--- config.mk ---
export PLATFORM = sky130hd
export DESIGN_NAME = ac3_eac3_header_parser_flat
export DESIGN_NICKNAME = d
export VERILOG_FILES = /design/src/sv/ac3hp_pkg.sv /design/src/sv/ac3hp_if.sv /design/src/sv/ac3hp_capture.sv /design/src/sv/ac3hp_decode.sv /design/src/sv/ac3_eac3_header_parser.sv /design/src/flat_wrapper.sv
export SDC_FILE = /design/constraint.sdc
export NUM_CORES = 1
export LEC_CHECK = 0
export BUFFER_PORTS_ARGS = -buffer_cell sky130_fd_sc_hd__buf_2
export CORE_MARGIN = 1
export CORE_UTILIZATION = 60
export CTS_CLUSTER_SIZE = 20
export DETAILED_ROUTE_END_ITERATION = 12
export HOLD_SLACK_MARGIN = 0.03
export MAX_ROUTING_LAYER = met4
export PLACE_DENSITY = 0.86
export SLEW_MARGIN = 30
export SYNTH_ARGS = -nofsm -noshare
export SYNTH_HDL_FRONTEND = slang
export SYNTH_HIERARCHICAL = 1
export SYNTH_SLANG_ARGS = --single-unit
--- constraint.sdc ---
create_clock -name clk -period 6 [get_ports clk]
set_input_delay 1.8 -clock clk [delete_from_list [all_inputs] [get_ports clk]]
set_output_delay 1.8 -clock clk [all_outputs]
set_load 0.05 [all_outputs]
--- src/sv/ac3hp_pkg.sv ---
`timescale 1ns / 1ps
// ----------------------------------------------------------------------------
// AC-3 / E-AC-3 header parser package
// Shared types, status codes and decode tables of the sync frame header parser.
// ----------------------------------------------------------------------------
package ac3hp_pkg;

    localparam logic [7:0] SYNC_FIRST  = 8'h0B;
    localparam logic [7:0] SYNC_SECOND = 8'h77;

    // Number of header bytes after the sync word that are kept for decoding
    // (bytes 2 to 6); byte 7 only closes the header.
    localparam int HDR_KEEP = 5;
    localparam logic [2:0] POS_LAST = 3'd5;

    localparam logic [2:0] ST_OK         = 3'd0;
    localparam logic [2:0] ST_BAD_BSID   = 3'd1;
    localparam logic [2:0] ST_BAD_RATE   = 3'd2;
    localparam logic [2:0] ST_BAD_SIZE   = 3'd3;
    localparam logic [2:0] ST_BAD_TYPE   = 3'd4;
    localparam logic [2:0] ST_TOO_SMALL  = 3'd5;

    localparam logic [1:0] FTYPE_AC3     = 2'd2;
    localparam logic [1:0] FTYPE_RESV    = 2'd3;
    localparam logic [1:0] FSCOD_RESV    = 2'd3;
    localparam logic [1:0] BLOCKS_SIX    = 2'd3;

    localparam logic [4:0] BSID_AC3_MAX  = 5'd10;
    localparam logic [4:0] BSID_EAC3_MAX = 5'd16;
    localparam logic [5:0] FSC_MAX       = 6'd37;
    localparam logic [12:0] EAC3_MIN_BYTES = 13'd7;

    typedef struct packed {
        logic [7:0] b2;
        logic [7:0] b3;
        logic [7:0] b4;
        logic [7:0] b5;
        logic [7:0] b6;
    } hdr_t;

    typedef struct packed {
        logic [2:0]  status;
        logic        enhanced;
        logic [4:0]  bitstream_id;
        logic [1:0]  frame_kind;
        logic [12:0] frame_bytes;
        logic [15:0] rate_hz;
        logic [2:0]  coding_mode;
        logic        lfe_present;
        logic [2:0]  channel_count;
        logic [1:0]  blocks_code;
    } result_t;

    typedef struct packed {
        logic hdr_valid;
    } stage_ctl_t;

    // Nominal bit rate in kbit/s for each pair of frame size codes. The 48 kHz
    // frame holds twice this many words and the 32 kHz frame three times.
    function automatic logic [9:0] ac3_kbps(input logic [4:0] idx);
        logic [9:0] k;
        begin
            case (idx)
                5'd0:    k = 10'd32;
                5'd1:    k = 10'd40;
                5'd2:    k = 10'd48;
                5'd3:    k = 10'd56;
                5'd4:    k = 10'd64;
                5'd5:    k = 10'd80;
                5'd6:    k = 10'd96;
                5'd7:    k = 10'd112;
                5'd8:    k = 10'd128;
                5'd9:    k = 10'd160;
                5'd10:   k = 10'd192;
                5'd11:   k = 10'd224;
                5'd12:   k = 10'd256;
                5'd13:   k = 10'd320;
                5'd14:   k = 10'd384;
                5'd15:   k = 10'd448;
                5'd16:   k = 10'd512;
                5'd17:   k = 10'd576;
                5'd18:   k = 10'd640;
                default: k = 10'd0;
            endcase
            return k;
        end
    endfunction

    // Words in a 44.1 kHz frame for the even code of each pair; the odd code
    // carries one padding word more.
    function automatic logic [10:0] ac3_words44(input logic [4:0] idx);
        logic [10:0] w;
        begin
            case (idx)
                5'd0:    w = 11'd69;
                5'd1:    w = 11'd87;
                5'd2:    w = 11'd104;
                5'd3:    w = 11'd121;
                5'd4:    w = 11'd139;
                5'd5:    w = 11'd174;
                5'd6:    w = 11'd208;
                5'd7:    w = 11'd243;
                5'd8:    w = 11'd278;
                5'd9:    w = 11'd348;
                5'd10:   w = 11'd417;
                5'd11:   w = 11'd487;
                5'd12:   w = 11'd557;
                5'd13:   w = 11'd696;
                5'd14:   w = 11'd835;
                5'd15:   w = 11'd975;
                5'd16:   w = 11'd1114;
                5'd17:   w = 11'd1253;
                5'd18:   w = 11'd1393;
                default: w = 11'd0;
            endcase
            return w;
        end
    endfunction

    function automatic logic [15:0] base_rate(input logic [1:0] code);
        logic [15:0] r;
        begin
            case (code)
                2'd0:    r = 16'd48000;
                2'd1:    r = 16'd44100;
                2'd2:    r = 16'd32000;
                default: r = 16'd0;
            endcase
            return r;
        end
    endfunction

    function automatic logic [2:0] mode_chans(input logic [2:0] acmod);
        logic [2:0] c;
        begin
            case (acmod)
                3'd0:    c = 3'd2;
                3'd1:    c = 3'd1;
                3'd2:    c = 3'd2;
                3'd3:    c = 3'd3;
                3'd4:    c = 3'd3;
                3'd5:    c = 3'd4;
                3'd6:    c = 3'd4;
                default: c = 3'd5;
            endcase
            return c;
        end
    endfunction

endpackage

--- src/sv/ac3hp_if.sv ---
`timescale 1ns / 1ps
// ----------------------------------------------------------------------------
// AC-3 / E-AC-3 header parser channel interfaces
// Byte stream channel and decoded header channel, each with valid and ready.
// ----------------------------------------------------------------------------
interface ac3hp_byte_if;
    logic       valid;
    logic       ready;
    logic [7:0] data_byte;
    logic       packet_last;

    modport source (output valid, output data_byte, output packet_last, input ready);
    modport sink   (input valid, input data_byte, input packet_last, output ready);
endinterface

interface ac3hp_hdr_if;
    logic        valid;
    logic        ready;
    logic [2:0]  status;
    logic        enhanced;
    logic [4:0]  bitstream_id;
    logic [1:0]  frame_kind;
    logic [12:0] frame_bytes;
    logic [15:0] rate_hz;
    logic [2:0]  coding_mode;
    logic        lfe_present;
    logic [2:0]  channel_count;
    logic [1:0]  blocks_code;

    modport source (
        output valid, output status, output enhanced, output bitstream_id,
        output frame_kind, output frame_bytes, output rate_hz,
        output coding_mode, output lfe_present, output channel_count,
        output blocks_code, input ready
    );
    modport sink (
        input valid, input status, input enhanced, input bitstream_id,
        input frame_kind, input frame_bytes, input rate_hz,
        input coding_mode, input lfe_present, input channel_count,
        input blocks_code, output ready
    );
endinterface

--- src/sv/ac3hp_capture.sv ---
`timescale 1ns / 1ps
// ----------------------------------------------------------------------------
// AC-3 / E-AC-3 header parser: sync hunt and header capture
// Finds the sync word, collects the header bytes and hands a complete header
// to the decode stage through the header register.
// ----------------------------------------------------------------------------
module ac3hp_capture (
    input  logic                    clk,
    input  logic                    rst_n,
    input  logic                    in_valid,
    output logic                    in_ready,
    input  logic [7:0]              data_byte,
    input  logic                    packet_last,
    input  logic                    advance,
    output ac3hp_pkg::stage_ctl_t   ctl,
    output ac3hp_pkg::hdr_t         hdr
);
    import ac3hp_pkg::*;

    typedef enum logic [1:0] {
        SEEK_FIRST,
        SEEK_SECOND,
        COLLECT
    } phase_t;

    phase_t     phase_reg, phase_next;
    logic [2:0] pos_reg, pos_next;
    logic       hdr_valid_reg, hdr_valid_next;
    logic       accept;
    logic       complete;
    logic       store_wr;

    logic [7:0] coll_reg [HDR_KEEP];
    hdr_t       hdr_reg;

    // A byte is refused only while a finished header still waits for the
    // decode stage to move on.
    assign in_ready = !hdr_valid_reg || advance;
    assign accept   = in_valid && in_ready;

    always_comb
    begin
        phase_next = phase_reg;
        pos_next   = pos_reg;
        complete   = 1'b0;
        store_wr   = 1'b0;
        if (accept)
        begin
            case (phase_reg)
                SEEK_SECOND:
                begin
                    if (data_byte == SYNC_SECOND)
                    begin
                        phase_next = COLLECT;
                        pos_next   = 3'd0;
                    end
                    else if (data_byte != SYNC_FIRST)
                    begin
                        phase_next = SEEK_FIRST;
                    end
                end
                COLLECT:
                begin
                    store_wr = (pos_reg < POS_LAST);
                    if (pos_reg == POS_LAST)
                    begin
                        complete   = 1'b1;
                        phase_next = SEEK_FIRST;
                        pos_next   = 3'd0;
                    end
                    else
                    begin
                        pos_next = pos_reg + 3'd1;
                    end
                end
                default:
                begin
                    phase_next = (data_byte == SYNC_FIRST) ? SEEK_SECOND : SEEK_FIRST;
                end
            endcase
            // The current byte is handled first; a packet end then drops any
            // partial header.
            if (packet_last)
            begin
                phase_next = SEEK_FIRST;
                pos_next   = 3'd0;
            end
        end

        if (complete)
            hdr_valid_next = 1'b1;
        else if (advance)
            hdr_valid_next = 1'b0;
        else
            hdr_valid_next = hdr_valid_reg;
    end

    always_ff @(posedge clk or negedge rst_n)
    begin
        if (!rst_n)
        begin
            phase_reg     <= SEEK_FIRST;
            pos_reg       <= 3'd0;
            hdr_valid_reg <= 1'b0;
        end
        else
        begin
            phase_reg     <= phase_next;
            pos_reg       <= pos_next;
            hdr_valid_reg <= hdr_valid_next;
        end
    end

    always_ff @(posedge clk)
    begin
        if (store_wr)
            coll_reg[pos_reg] <= data_byte;
        if (complete)
            hdr_reg <= '{b2: coll_reg[0], b3: coll_reg[1], b4: coll_reg[2],
                         b5: coll_reg[3], b6: coll_reg[4]};
    end

    assign ctl.hdr_valid = hdr_valid_reg;
    assign hdr           = hdr_reg;

endmodule

--- src/sv/ac3hp_decode.sv ---
`timescale 1ns / 1ps
// ----------------------------------------------------------------------------
// AC-3 / E-AC-3 header parser: header decode and result register
// Decodes the captured header bytes along the AC-3 or E-AC-3 path and holds
// the result until it is taken.
// ----------------------------------------------------------------------------
module ac3hp_decode (
    input  logic                    clk,
    input  logic                    rst_n,
    input  ac3hp_pkg::stage_ctl_t   ctl,
    input  ac3hp_pkg::hdr_t         hdr,
    output logic                    advance,
    output logic                    out_valid,
    input  logic                    out_ready,
    output ac3hp_pkg::result_t      result
);
    import ac3hp_pkg::*;

    logic       out_valid_reg, out_valid_next;
    result_t    result_reg, result_next;

    logic [4:0]  bsid;
    logic [1:0]  fscod;
    logic [5:0]  fsc;
    logic [1:0]  sub;
    logic [9:0]  kbps;
    logic [10:0] words;
    logic [1:0]  shift;
    logic [2:0]  acmod;
    logic        lfe;
    logic [1:0]  ftype;
    logic [12:0] fbytes;
    logic [15:0] rate;
    logic [1:0]  blocks;
    logic [2:0]  status;
    logic        enh;

    assign advance = !out_valid_reg || out_ready;

    always_comb
    begin
        bsid   = hdr.b5[7:3];
        fscod  = hdr.b4[7:6];
        fsc    = hdr.b4[5:0];
        sub    = hdr.b4[5:4];
        kbps   = ac3_kbps(fsc[5:1]);
        status = ST_OK;
        enh    = 1'b0;
        ftype  = 2'd0;
        fbytes = 13'd0;
        rate   = 16'd0;
        acmod  = 3'd0;
        lfe    = 1'b0;
        blocks = 2'd0;
        words  = 11'd0;
        shift  = 2'd0;

        if (bsid > BSID_EAC3_MAX)
        begin
            status = ST_BAD_BSID;
        end
        else if (bsid <= BSID_AC3_MAX)
        begin
            if (fscod == FSCOD_RESV)
                status = ST_BAD_RATE;
            else if (fsc > FSC_MAX)
                status = ST_BAD_SIZE;
            else
            begin
                case (fscod)
                    2'd0:    words = {kbps, 1'b0};
                    2'd1:    words = ac3_words44(fsc[5:1]) + {10'd0, fsc[0]};
                    default: words = {kbps, 1'b0} + {1'b0, kbps};
                endcase
                // Half and quarter rate streams signal themselves by bsid.
                case (bsid)
                    5'd9:    shift = 2'd1;
                    5'd10:   shift = 2'd2;
                    default: shift = 2'd0;
                endcase
                acmod = hdr.b6[7:5];
                // The LFE flag moves down past the mix level and surround
                // fields that the coding mode carries.
                case (acmod)
                    3'd2, 3'd3, 3'd4: lfe = hdr.b6[2];
                    3'd5, 3'd6, 3'd7: lfe = (acmod == 3'd6) ? hdr.b6[2] : hdr.b6[0];
                    default:          lfe = hdr.b6[4];
                endcase
                rate   = base_rate(fscod) >> shift;
                fbytes = {1'b0, words, 1'b0};
                ftype  = FTYPE_AC3;
                blocks = BLOCKS_SIX;
            end
        end
        else
        begin
            enh    = 1'b1;
            ftype  = hdr.b2[7:6];
            fbytes = {({1'b0, hdr.b2[2:0], hdr.b3} + 12'd1), 1'b0};
            if (ftype == FTYPE_RESV)
                status = ST_BAD_TYPE;
            else if (fbytes < EAC3_MIN_BYTES)
                status = ST_TOO_SMALL;
            else
            begin
                if (fscod == FSCOD_RESV)
                begin
                    if (sub == FSCOD_RESV)
                        status = ST_BAD_RATE;
                    else
                    begin
                        rate   = base_rate(sub) >> 1;
                        blocks = BLOCKS_SIX;
                    end
                end
                else
                begin
                    rate   = base_rate(fscod);
                    blocks = sub;
                end
                acmod = hdr.b4[3:1];
                lfe   = hdr.b4[0];
            end
        end

        result_next.status       = status;
        result_next.enhanced     = enh;
        result_next.bitstream_id = bsid;
        if (status != ST_OK)
        begin
            result_next.frame_kind    = 2'd0;
            result_next.frame_bytes   = 13'd0;
            result_next.rate_hz       = 16'd0;
            result_next.coding_mode   = 3'd0;
            result_next.lfe_present   = 1'b0;
            result_next.channel_count = 3'd0;
            result_next.blocks_code   = 2'd0;
        end
        else
        begin
            result_next.frame_kind    = ftype;
            result_next.frame_bytes   = fbytes;
            result_next.rate_hz       = rate;
            result_next.coding_mode   = acmod;
            result_next.lfe_present   = lfe;
            result_next.channel_count = mode_chans(acmod) + {2'd0, lfe};
            result_next.blocks_code   = blocks;
        end

        if (ctl.hdr_valid && advance)
            out_valid_next = 1'b1;
        else if (out_ready)
            out_valid_next = 1'b0;
        else
            out_valid_next = out_valid_reg;
    end

    always_ff @(posedge clk or negedge rst_n)
    begin
        if (!rst_n)
            out_valid_reg <= 1'b0;
        else
            out_valid_reg <= out_valid_next;
    end

    always_ff @(posedge clk)
    begin
        if (ctl.hdr_valid && advance)
            result_reg <= result_next;
    end

    assign out_valid = out_valid_reg;
    assign result    = result_reg;

endmodule

--- src/sv/ac3_eac3_header_parser.sv ---
`timescale 1ns / 1ps
// Output path: the header register, then the result register.
// Throughput: one byte per cycle; a new byte is taken while a result waits,
// and input stalls only when a second finished header meets a stalled result.
// Each header needs eight byte transfers, sync word included.
// Reset: rst_n, asynchronous and active low, returns the hunt to the first
// sync byte and empties both the header register and the result register.
// ----------------------------------------------------------------------------
// AC-3 / E-AC-3 sync frame header parser
// Hunts for the sync word in a byte stream and decodes each complete header.
// ----------------------------------------------------------------------------
module ac3_eac3_header_parser (
    input  logic        clk,
    input  logic        rst_n,
    ac3hp_byte_if.sink  stream,
    ac3hp_hdr_if.source header
);
    import ac3hp_pkg::*;

    stage_ctl_t ctl;
    hdr_t       hdr;
    result_t    result;
    logic       advance;

    ac3hp_capture u_capture (
        .clk         (clk),
        .rst_n       (rst_n),
        .in_valid    (stream.valid),
        .in_ready    (stream.ready),
        .data_byte   (stream.data_byte),
        .packet_last (stream.packet_last),
        .advance     (advance),
        .ctl         (ctl),
        .hdr         (hdr)
    );

    ac3hp_decode u_decode (
        .clk       (clk),
        .rst_n     (rst_n),
        .ctl       (ctl),
        .hdr       (hdr),
        .advance   (advance),
        .out_valid (header.valid),
        .out_ready (header.ready),
        .result    (result)
    );

    assign header.status        = result.status;
    assign header.enhanced      = result.enhanced;
    assign header.bitstream_id  = result.bitstream_id;
    assign header.frame_kind    = result.frame_kind;
    assign header.frame_bytes   = result.frame_bytes;
    assign header.rate_hz       = result.rate_hz;
    assign header.coding_mode   = result.coding_mode;
    assign header.lfe_present   = result.lfe_present;
    assign header.channel_count = result.channel_count;
    assign header.blocks_code   = result.blocks_code;

endmodule

--- src/flat_wrapper.sv ---
// flat-port wrapper written by rule: the top's interface ports become plain ports
module ac3_eac3_header_parser_flat import ac3hp_pkg::*;
  (clk, rst_n, stream_valid, stream_data_byte, stream_packet_last, stream_ready, header_valid, header_status, header_enhanced, header_bitstream_id, header_frame_kind, header_frame_bytes, header_rate_hz, header_coding_mode, header_lfe_present, header_channel_count, header_blocks_code, header_ready);
  ac3hp_byte_if stream_i ();
  ac3hp_hdr_if header_i ();
  input  logic clk;
  input  logic rst_n;
  input wire logic [$bits(stream_i.valid)-1:0] stream_valid;
  input wire logic [$bits(stream_i.data_byte)-1:0] stream_data_byte;
  input wire logic [$bits(stream_i.packet_last)-1:0] stream_packet_last;
  output wire logic [$bits(stream_i.ready)-1:0] stream_ready;
  output wire logic [$bits(header_i.valid)-1:0] header_valid;
  output wire logic [$bits(header_i.status)-1:0] header_status;
  output wire logic [$bits(header_i.enhanced)-1:0] header_enhanced;
  output wire logic [$bits(header_i.bitstream_id)-1:0] header_bitstream_id;
  output wire logic [$bits(header_i.frame_kind)-1:0] header_frame_kind;
  output wire logic [$bits(header_i.frame_bytes)-1:0] header_frame_bytes;
  output wire logic [$bits(header_i.rate_hz)-1:0] header_rate_hz;
  output wire logic [$bits(header_i.coding_mode)-1:0] header_coding_mode;
  output wire logic [$bits(header_i.lfe_present)-1:0] header_lfe_present;
  output wire logic [$bits(header_i.channel_count)-1:0] header_channel_count;
  output wire logic [$bits(header_i.blocks_code)-1:0] header_blocks_code;
  input wire logic [$bits(header_i.ready)-1:0] header_ready;
  assign stream_i.valid = stream_valid;
  assign stream_i.data_byte = stream_data_byte;
  assign stream_i.packet_last = stream_packet_last;
  assign stream_ready = stream_i.ready;
  assign header_valid = header_i.valid;
  assign header_status = header_i.status;
  assign header_enhanced = header_i.enhanced;
  assign header_bitstream_id = header_i.bitstream_id;
  assign header_frame_kind = header_i.frame_kind;
  assign header_frame_bytes = header_i.frame_bytes;
  assign header_rate_hz = header_i.rate_hz;
  assign header_coding_mode = header_i.coding_mode;
  assign header_lfe_present = header_i.lfe_present;
  assign header_channel_count = header_i.channel_count;
  assign header_blocks_code = header_i.blocks_code;
  assign header_i.ready = header_ready;
  ac3_eac3_header_parser u_core (.clk(clk), .rst_n(rst_n), .stream(stream_i), .header(header_i));
endmodule
Word-level counts from Yosys, hierarchy flattened. Memories as Yosys holds them, arrays and structs flattened. A register that Yosys moved wholly into a read port is not among the register bits. Cells that the tools add are included.

Logic and storage cells: 165. Memory bits (writable): 40. Register bits: 56. Memories: 3. ROM bits: 576.

Bitwise operators: 1. Reduce and logical (&&, ||, !) cells: 22. Mux-type cells: 83. Order comparisons: 5. Shift operators: 1. Add/sub/neg operators: 5. Equality and inequality tests: 30.

Memory list: (no name shown) (depth 32, width 11, read ports 1, clocked after Yosys merged registers in 0, wr ports 0, line ac3hp_pkg.sv:94) `case (idx)`; (no name shown) (depth 32, width 7, read ports 1, clocked after Yosys merged registers in 0, wr ports 0, line ac3hp_pkg.sv:63) `case (idx)`; u_core.u_capture.coll_reg (depth 5, width 8, read ports 5, clocked after Yosys merged registers in 5, wr ports 1, line ac3hp_capture.sv:33) `logic [7:0] coll_reg [HDR_KEEP];`.

Operators with widths (number): 16-bit 2-to-1 mux (10); 16-bit one-hot mux with 3 select lines (2); 11-bit 2-to-1 mux (5); 2-bit 2-to-1 mux (22); 3-bit 2-to-1 mux (14); 3-bit == test (second input constant) (8); 12-bit 2-to-1 mux (2); 11-bit one-hot mux with 2 select lines (1); 1-bit 2-to-1 mux (20); 16-bit by 2-bit right shift with 16-bit output (1); 15-bit 2-to-1 mux (1); 13-bit by 3-bit < comparator with 1-bit output (second input constant) (1); 13-bit 2-to-1 mux (1); 11-bit by 1-bit adder with 12-bit output (second input constant) (1); 2-bit == test (second input constant) (6); 3-bit by 2-bit == test with 1-bit output (second input constant) (4); 3-bit one-hot mux with 4 select lines (1); 11-bit by 1-bit adder with 11-bit output (1); 11-bit by 10-bit adder with 11-bit output (1); 5-bit by 4-bit == test with 1-bit output (second input constant) (2); 8-bit by 4-bit == test with 1-bit output (second input constant) (1); 8-bit by 7-bit == test with 1-bit output (second input constant) (1); 8-bit by 4-bit inequality test with 1-bit output (second input constant) (1); 2-bit one-hot mux with 2 select lines (2); 24 further kinds (38).

Logic depth before layout (Yosys ltp). Gate-level depths: netlist (run 1).

Depth in word-level cells: 11. Depth in mapped cells: 15.

Hierarchy. The synthesis (run 1) kept the hierarchy.

Modules (own cells, without submodules): ac3hp_decode (seq. area each 1466.4 um^2, times used 1, area each 4035.1 um^2, cells an instance 436); ac3hp_capture (seq. area each 2552.4 um^2, times used 1, area each 2887.8 um^2, cells an instance 135).

Worst setup path after synthesis (run 1). OpenSTA, ideal clock, no wires.

Kind: input to register. Start point: input header_ready. End point: register u_core/u_capture/hdr[0] (netlist name). Data required time: 5.463 ns. Data arrival time: 6.249 ns. Library setup time: 0.537 ns. Path slack: -0.786 ns. Stages: 4. Cells stage by stage: nand2b_1 -> nand2b_2 -> nand3_4 -> nor4_1.

Word-level cells in the longest chain between the ends: 4.

RTL lines: from (decl) (line flat_wrapper.sv:23) `input wire logic [$bits(header_i.ready)-1:0] header_ready;`; 1-bit logical OR (line ac3hp_decode.sv:38) `assign advance = !out_valid_reg || out_ready;`; 1-bit logical OR (line ac3hp_capture.sv:38) `assign in_ready = !hdr_valid_reg || advance;`; net stream_ready (line flat_wrapper.sv:11) `output wire logic [$bits(stream_i.ready)-1:0] stream_ready;`; 1-bit logical AND (line ac3hp_capture.sv:39) `assign accept = in_valid && in_ready;`; 1-bit 2-to-1 mux (line ac3hp_capture.sv:47) `if (accept)`; net u_core.u_capture.complete (line ac3hp_capture.sv:30) `logic complete;`.

The timed path passes the listed nets, and every way through them passes these cells. A chain may end at the register's enable or synchronous reset.

Worst setup path after layout (run 1).
Start point: input header_ready. End point: output stream_ready.

Word-level cells in the longest chain between the ends: 2.

RTL lines: 1-bit logical OR (line ac3hp_decode.sv:38); net u_core.advance (line ac3_eac3_header_parser.sv:23) `logic advance;`; 1-bit logical OR (line ac3hp_capture.sv:38); to (decl) (line flat_wrapper.sv:11).

The timed path passes the listed nets, and every way through them passes these cells.

==> results.txt, run 1 <==
run status: completed
routed len/inst: 18.2 um
Final Hold Vio Count: 0
post-CTS sizing: 0
PD cells: 256 nW/um2
width of the die: 106 um
DR vias/cell: 6.34
total CTS buffers: 17
largest net degree at the start of global routing: 49
Ys Warns: 6
H-tree depth: 4
DR DRC count: 0
crit path time final: 4.34 ns
Syn Std Cell Area: 6440 um2
clock skew: 0.00884 ns
number of flip-flops under the largest register name: 48
first-pass GRT wire length: 22.3 mm
Leakage: 2.62 nW
Crit. End Element: primary output
Post-CTS Setup Inserts: 0
FMAX: 0.230 GHz
syn avg cell area: 11.6 um2
global placer's final weighted congestion: 0.884
root buffer cell: clkbuf_8
I/O Buffers: 62
WP data required: 4.20 ns
Max stage delay cell, worst path: nand2b_2
total gr overflow: 0
# hold bufs at CTS: 0
Post-Layout Cell Count: 760
CP startpoint kind: input port
# IOs: 64
VDD IR max: 0.000223 V
worst-margin pin slew: 0.931 ns
FP Rows: 37
Worst Hold Margin: 0.412 ns
final slew viol count: 0
post-route ant nets: 0
Clock Latency Late Sink: 0.53 ns
DR vias: 4,818
crit-path max cell delay: 0.25 ns
Die Y-Extent: 106 um
# clock sinks: 119
clock slew at reported path FFs: 0.06 ns
crit share post-route: 0.724
Placed Cells: 728
layout cell share with drive strength beyond 1: 0.208
RSZ-0062 raised after global routing: false
# diodes: 0
Max Fanout on Critical Path: 6
headroom to the max-slew limit: 0.377
setup_tns: 0 ns
Final #Nets: 659
Fillers: 716
setup violators final: 0
Layout area overhead: 15.1%
initial antenna violation count: 0
crit path DAT: 2.54 ns
critical path buffer and inverter count: 2
WS Path Type: input port to primary output
Syn Inst Count: 555
Initial DRT Pass Iterations: 6
fin util: 0.715
Total Routing Usage GR: 0.271
Longest Clk Path Bufs: 2
most used cell, CP: buf_2
delay-heaviest family, CP: simple AND/OR/NAND/NOR gates
Post-Route WL: 13.8 mm
hold crit path type: register to register
max-cap violations: 0
die area: 11,200 um2
initial DRC count: 530
post-DP HPWL: 9.55 mm
vias in the first global route: 4,591
core footprint: 10,400 um2
CP cell instances: buf_2 -> nand2b_1 -> nand2b_2 -> buf_2
starting density of the core: 0.621
CTS tree: built
-- layout by cell type, fill, tap and decap left out, drive strengths merged, types with 8 or more instances in the layout --
master / count
inv: 33
nor4: 12
xor2: 8
edfxtp: 112
xnor2: 13
a22oi: 8
buf: 64
a31oi: 8
nand2b: 8
o21ai: 28
a21o: 8
nand2: 37
a21oi: 29
ha: 34
nor2b: 9
nand3: 15
o22ai: 10
nor3: 13
clkbuf: 17
nor2: 50
-- per-layer routing --
layer  track usage  part of all wire  vias to the layer above
met2         0.430              0.49                      266
met1         0.320              0.40                     2294
li1              -                 -                     2207
met5             -                 0                        -
met3        0.0649             0.075                       51
met4         0.150             0.042                        0
-- final cells by class --
class / count / area, um2 / area share
Sequential cell: 119 / 3540 / 0.477
Tap cell: 136 / 170 / 0.0230
Multi-Input combinational cell: 385 / 2720 / 0.366
Timing Repair Buffer: 64 / 325 / 0.0439
Clock inverter: 15 / 160 / 0.0216
Clock buffer: 17 / 414 / 0.0559
Inverter: 24 / 90.1 / 0.0122
-- worst paths after layout --
| path | from | endpoint | slack, ns | cells after the start |
|---|---|---|---|---|
| worst max register to register | u_core/u_capture/hdr[19] | u_core/u_decode/result[4] | 1.85 | 13 |
| worst min register to register | u_core/u_capture/coll_reg[1][1] | u_core/u_capture/hdr[25] | 0.41 | 0 |
| min in group asynchronous | rst_n | u_core/u_decode/out_valid | 1.10 | 1 |
| max in group asynchronous | rst_n | u_core/u_capture/phase_reg[0] | 4.73 | 1 |
| worst max-delay path | header_ready | stream_ready | 1.66 | 4 |
| worst min-delay path | u_core/u_capture/coll_reg[1][1] | u_core/u_capture/hdr[25] | 0.41 | 0 |
-- report_power, final --
| part | switching (W) | leakage (nW) | internal (W) |
|---|---|---|---|
| registers | 0.00000289 | 1.03 | 0.000899 |
| clock network | 0.000406 | 0.283 | 0.000568 |
| logic | 0.0000152 | 1.31 | 0.00000578 |
| total | 0.000424 | 2.62 | 0.00147 |
-- metrics by stage --
step                setup WS [ns]  instance area, um2  power, W
finish                       1.66                7410   0.00190
global route                 1.61                7410   0.00195
CTS                          1.66                7400   0.00191
detailed placement           1.66                6820  0.000939
global placement             1.69                6820  0.000938
floorplan                    1.35                6450  0.000926
(Power assumes the default switching activity.)
==> run 2: changes to the inputs <==
- ABC_AREA: default -> 1
- clock period: 6 -> 4.4 ns (I/O delays scaled with it)
==> run 2 against run 1 <==
Final cell count is 20% higher; global-route usage increased by 0.97 points; largest power group unchanged; power is 35% higher; utilization grew 0.95 points; final area increased by 2.2%; first-iteration DRC count shrank 15%; synthesized area increased by 1.9%; largest cell class unchanged; worst hold slack improved by 0.0056 ns.
==> results.txt, run 2 <==
crit-path max cell delay: 0.76 ns (+0.51 ns)
hold crit path type: register to register
DR vias: 5,277 (+9.5%)
Post-Route WL: 14.7 mm (+6.2%)
Post-CTS Setup Inserts: 0 (unchanged)
Crit. End Element: register
routed len/inst: 16.1 um (-12%)
delay-heaviest family, CP: compound AO/OA/AOI/OAI gates
syn avg cell area: 9.49 um2 (-18%)
flip-flop and latch area: 3540 um2 (unchanged)
Post-Layout Cell Count: 914 (+20%)
Clock Latency Late Sink: 0.51 ns (-0.02 ns)
run status: completed
clock slew at reported path FFs: 0.06 ns (about the same)
RSZ-0062 raised after global routing: false
die area: 11,400 um2 (+1.8%)
setup_tns: 0 ns (unchanged)
# IOs: 64 (unchanged)
headroom to the max-slew limit: 0.355 (-0.0219)
Syn Std Cell Area: 6560 um2 (+1.9%)
VDD IR max: 0.000330 V (+48%)
PD cells: 337 nW/um2 (+32%)
FP Rows: 37 (unchanged)
H-tree depth: 4 (unchanged)
area occupied by multi-input gates: 2620 um2 (-3.5%)
WP data required: 4.62 ns (+0.42 ns)
PnR Total Power: 0.00255 W (+35%)
Longest Clk Path Bufs: 2 (unchanged)
WS Path Type: register to register
post-route ant nets: 0 (unchanged)
initial antenna violation count: 0 (unchanged)
worst-margin pin slew: 0.964 ns (+0.0327 ns)
layout cell share with drive strength beyond 1: 0.190 (-0.0181)
final slew viol count: 0 (unchanged)
post-DP HPWL: 10.3 mm (+8.1%)
max-cap violations: 0 (unchanged)
first-pass GRT wire length: 23.7 mm (+6.0%)
Syn Inst Count: 692 (+25%)
# hold bufs at CTS: 0 (unchanged)
CP cell instances: inv_1 -> ha_1 -> inv_1 -> o21bai_1 -> o21ai_0 -> o21ai_1 -> nor2_1 -> nand2_2 -> nand2_2 -> o21ai_4 -> o21ai_0
initial DRC count: 450 (-15%)
DR DRC count: 0 (unchanged)
Final #Nets: 813 (+23%)
CTS tree: built
most common cell after layout, fill and taps aside: nand2_1
r2r setup slk: 0.68 ns (-1.17 ns)
Placed Cells: 881 (+21%)
root buffer cell: clkbuf_8
crit path DAT: 3.94 ns (+1.40 ns)
total CTS buffers: 17 (unchanged)
commonest cells after routing, fill and taps aside: nand2_1, edfxtp_1, nor2_1
Final Hold Vio Count: 0 (unchanged)
starting density of the core: 0.627 (+0.00610)
FMAX: 0.269 GHz
Worst Hold Margin: 0.418 ns (+0.00559 ns)
crit path time final: 3.72 ns
width of the die: 107 um (+0.92%)
# clock sinks: 119 (unchanged)
global placer's final weighted congestion: 0.988 (+12%)
Ys Warns: 6 (unchanged)
vias in the first global route: 5,079 (+11%)
clock skew: 0.0125 ns (+0.00364 ns)
Initial DRT Pass Iterations: 5 (-1)
critical path buffer and inverter count: 2 (unchanged)
post-CTS sizing: 0 (unchanged)
# diodes: 0 (unchanged)
DR vias/cell: 5.77 (-8.9%)
largest net degree at the start of global routing: 35 (-29%)
total gr overflow: 0 (unchanged)
Die Y-Extent: 107 um (+0.92%)
Leakage: 3.20 nW (+22%)
Layout area overhead: 15.5%
core footprint: 10,500 um2 (+0.89%)
Total Routing Usage GR: 0.281 (+0.00966)
Max Fanout on Critical Path: 31 (+25)
I/O Buffers: 62 (unchanged)
setup violators final: 0 (unchanged)
crit share post-route: 0.846
Max stage delay cell, worst path: o21ai_4
Fillers: 713 (-0.42%)
CP startpoint kind: register
number of flip-flops under the largest register name: 48 (unchanged)
==> run 2: cell types whose count changed in the layout (fill, tap and decap cells not counted), moves of 7 or more <==
| cell | change |
|---|---|
| nand2b_1 | -7 |
| a21o_1 | -8 |
| nor2b_1 | -9 |
| nand2_1 | +100 |
| nor2_2 | +11 |
| nand3_1 | +42 |
| nor2_1 | +39 |
| xnor2_1 | -11 |
| o22ai_1 | -7 |
| inv_1 | +59 |
| xor2_1 | -7 |
==> run 2: final cells by class <==
cell class	instances	area share
clock buffer	17	0.0546
inverter	88	0.0436
timing repair buffer	67	0.0469
sequential	119	0.467
multi-input combinational	472	0.346
tap	136	0.0225
clock inverter	15	0.0196
==> run 2: path summary, 6_finish.rpt <==
kind                            depth (start not counted)                             to                             from
worst max-delay path                                   11     u_core/u_decode/result[17]         u_core/u_capture/hdr[20]
worst min-delay path                                    0       u_core/u_capture/hdr[12]  u_core/u_capture/coll_reg[3][4]
worst max register to register                         11     u_core/u_decode/result[17]         u_core/u_capture/hdr[20]
worst min register to register                          0       u_core/u_capture/hdr[12]  u_core/u_capture/coll_reg[3][4]
max in group asynchronous                               1  u_core/u_capture/phase_reg[1]                            rst_n
min in group asynchronous                               1           u_core/u_capture/ctl                            rst_n
==> run 2: power by group <==
part	leakage (nW)	internal, W	switching [W]
registers	1.10	0.00123	0.0000000166
logic	1.83	0.00000690	0.0000172
clock network	0.269	0.000804	0.000499
==> run 2: per-layer routing <==
layer | track usage | share of wire
met1 | 0.316 | 0.38
met2 | 0.465 | 0.50
met3 | 0.0529 | 0.075
met4 | 0.173 | 0.046
met5 | - | 0
==> run 2: stage by stage <==
stage / worst slack, ns / area, um2 / utilization
global route: 0.546 / 7580 / 0.724
global placement: 0.947 / 7000 / 0.669
CTS: 0.837 / 7560 / 0.723
floorplan: 0.238 / 6570 / -
detailed placement: 0.888 / 7000 / 0.669
finish: 0.676 / 7580 / 0.724
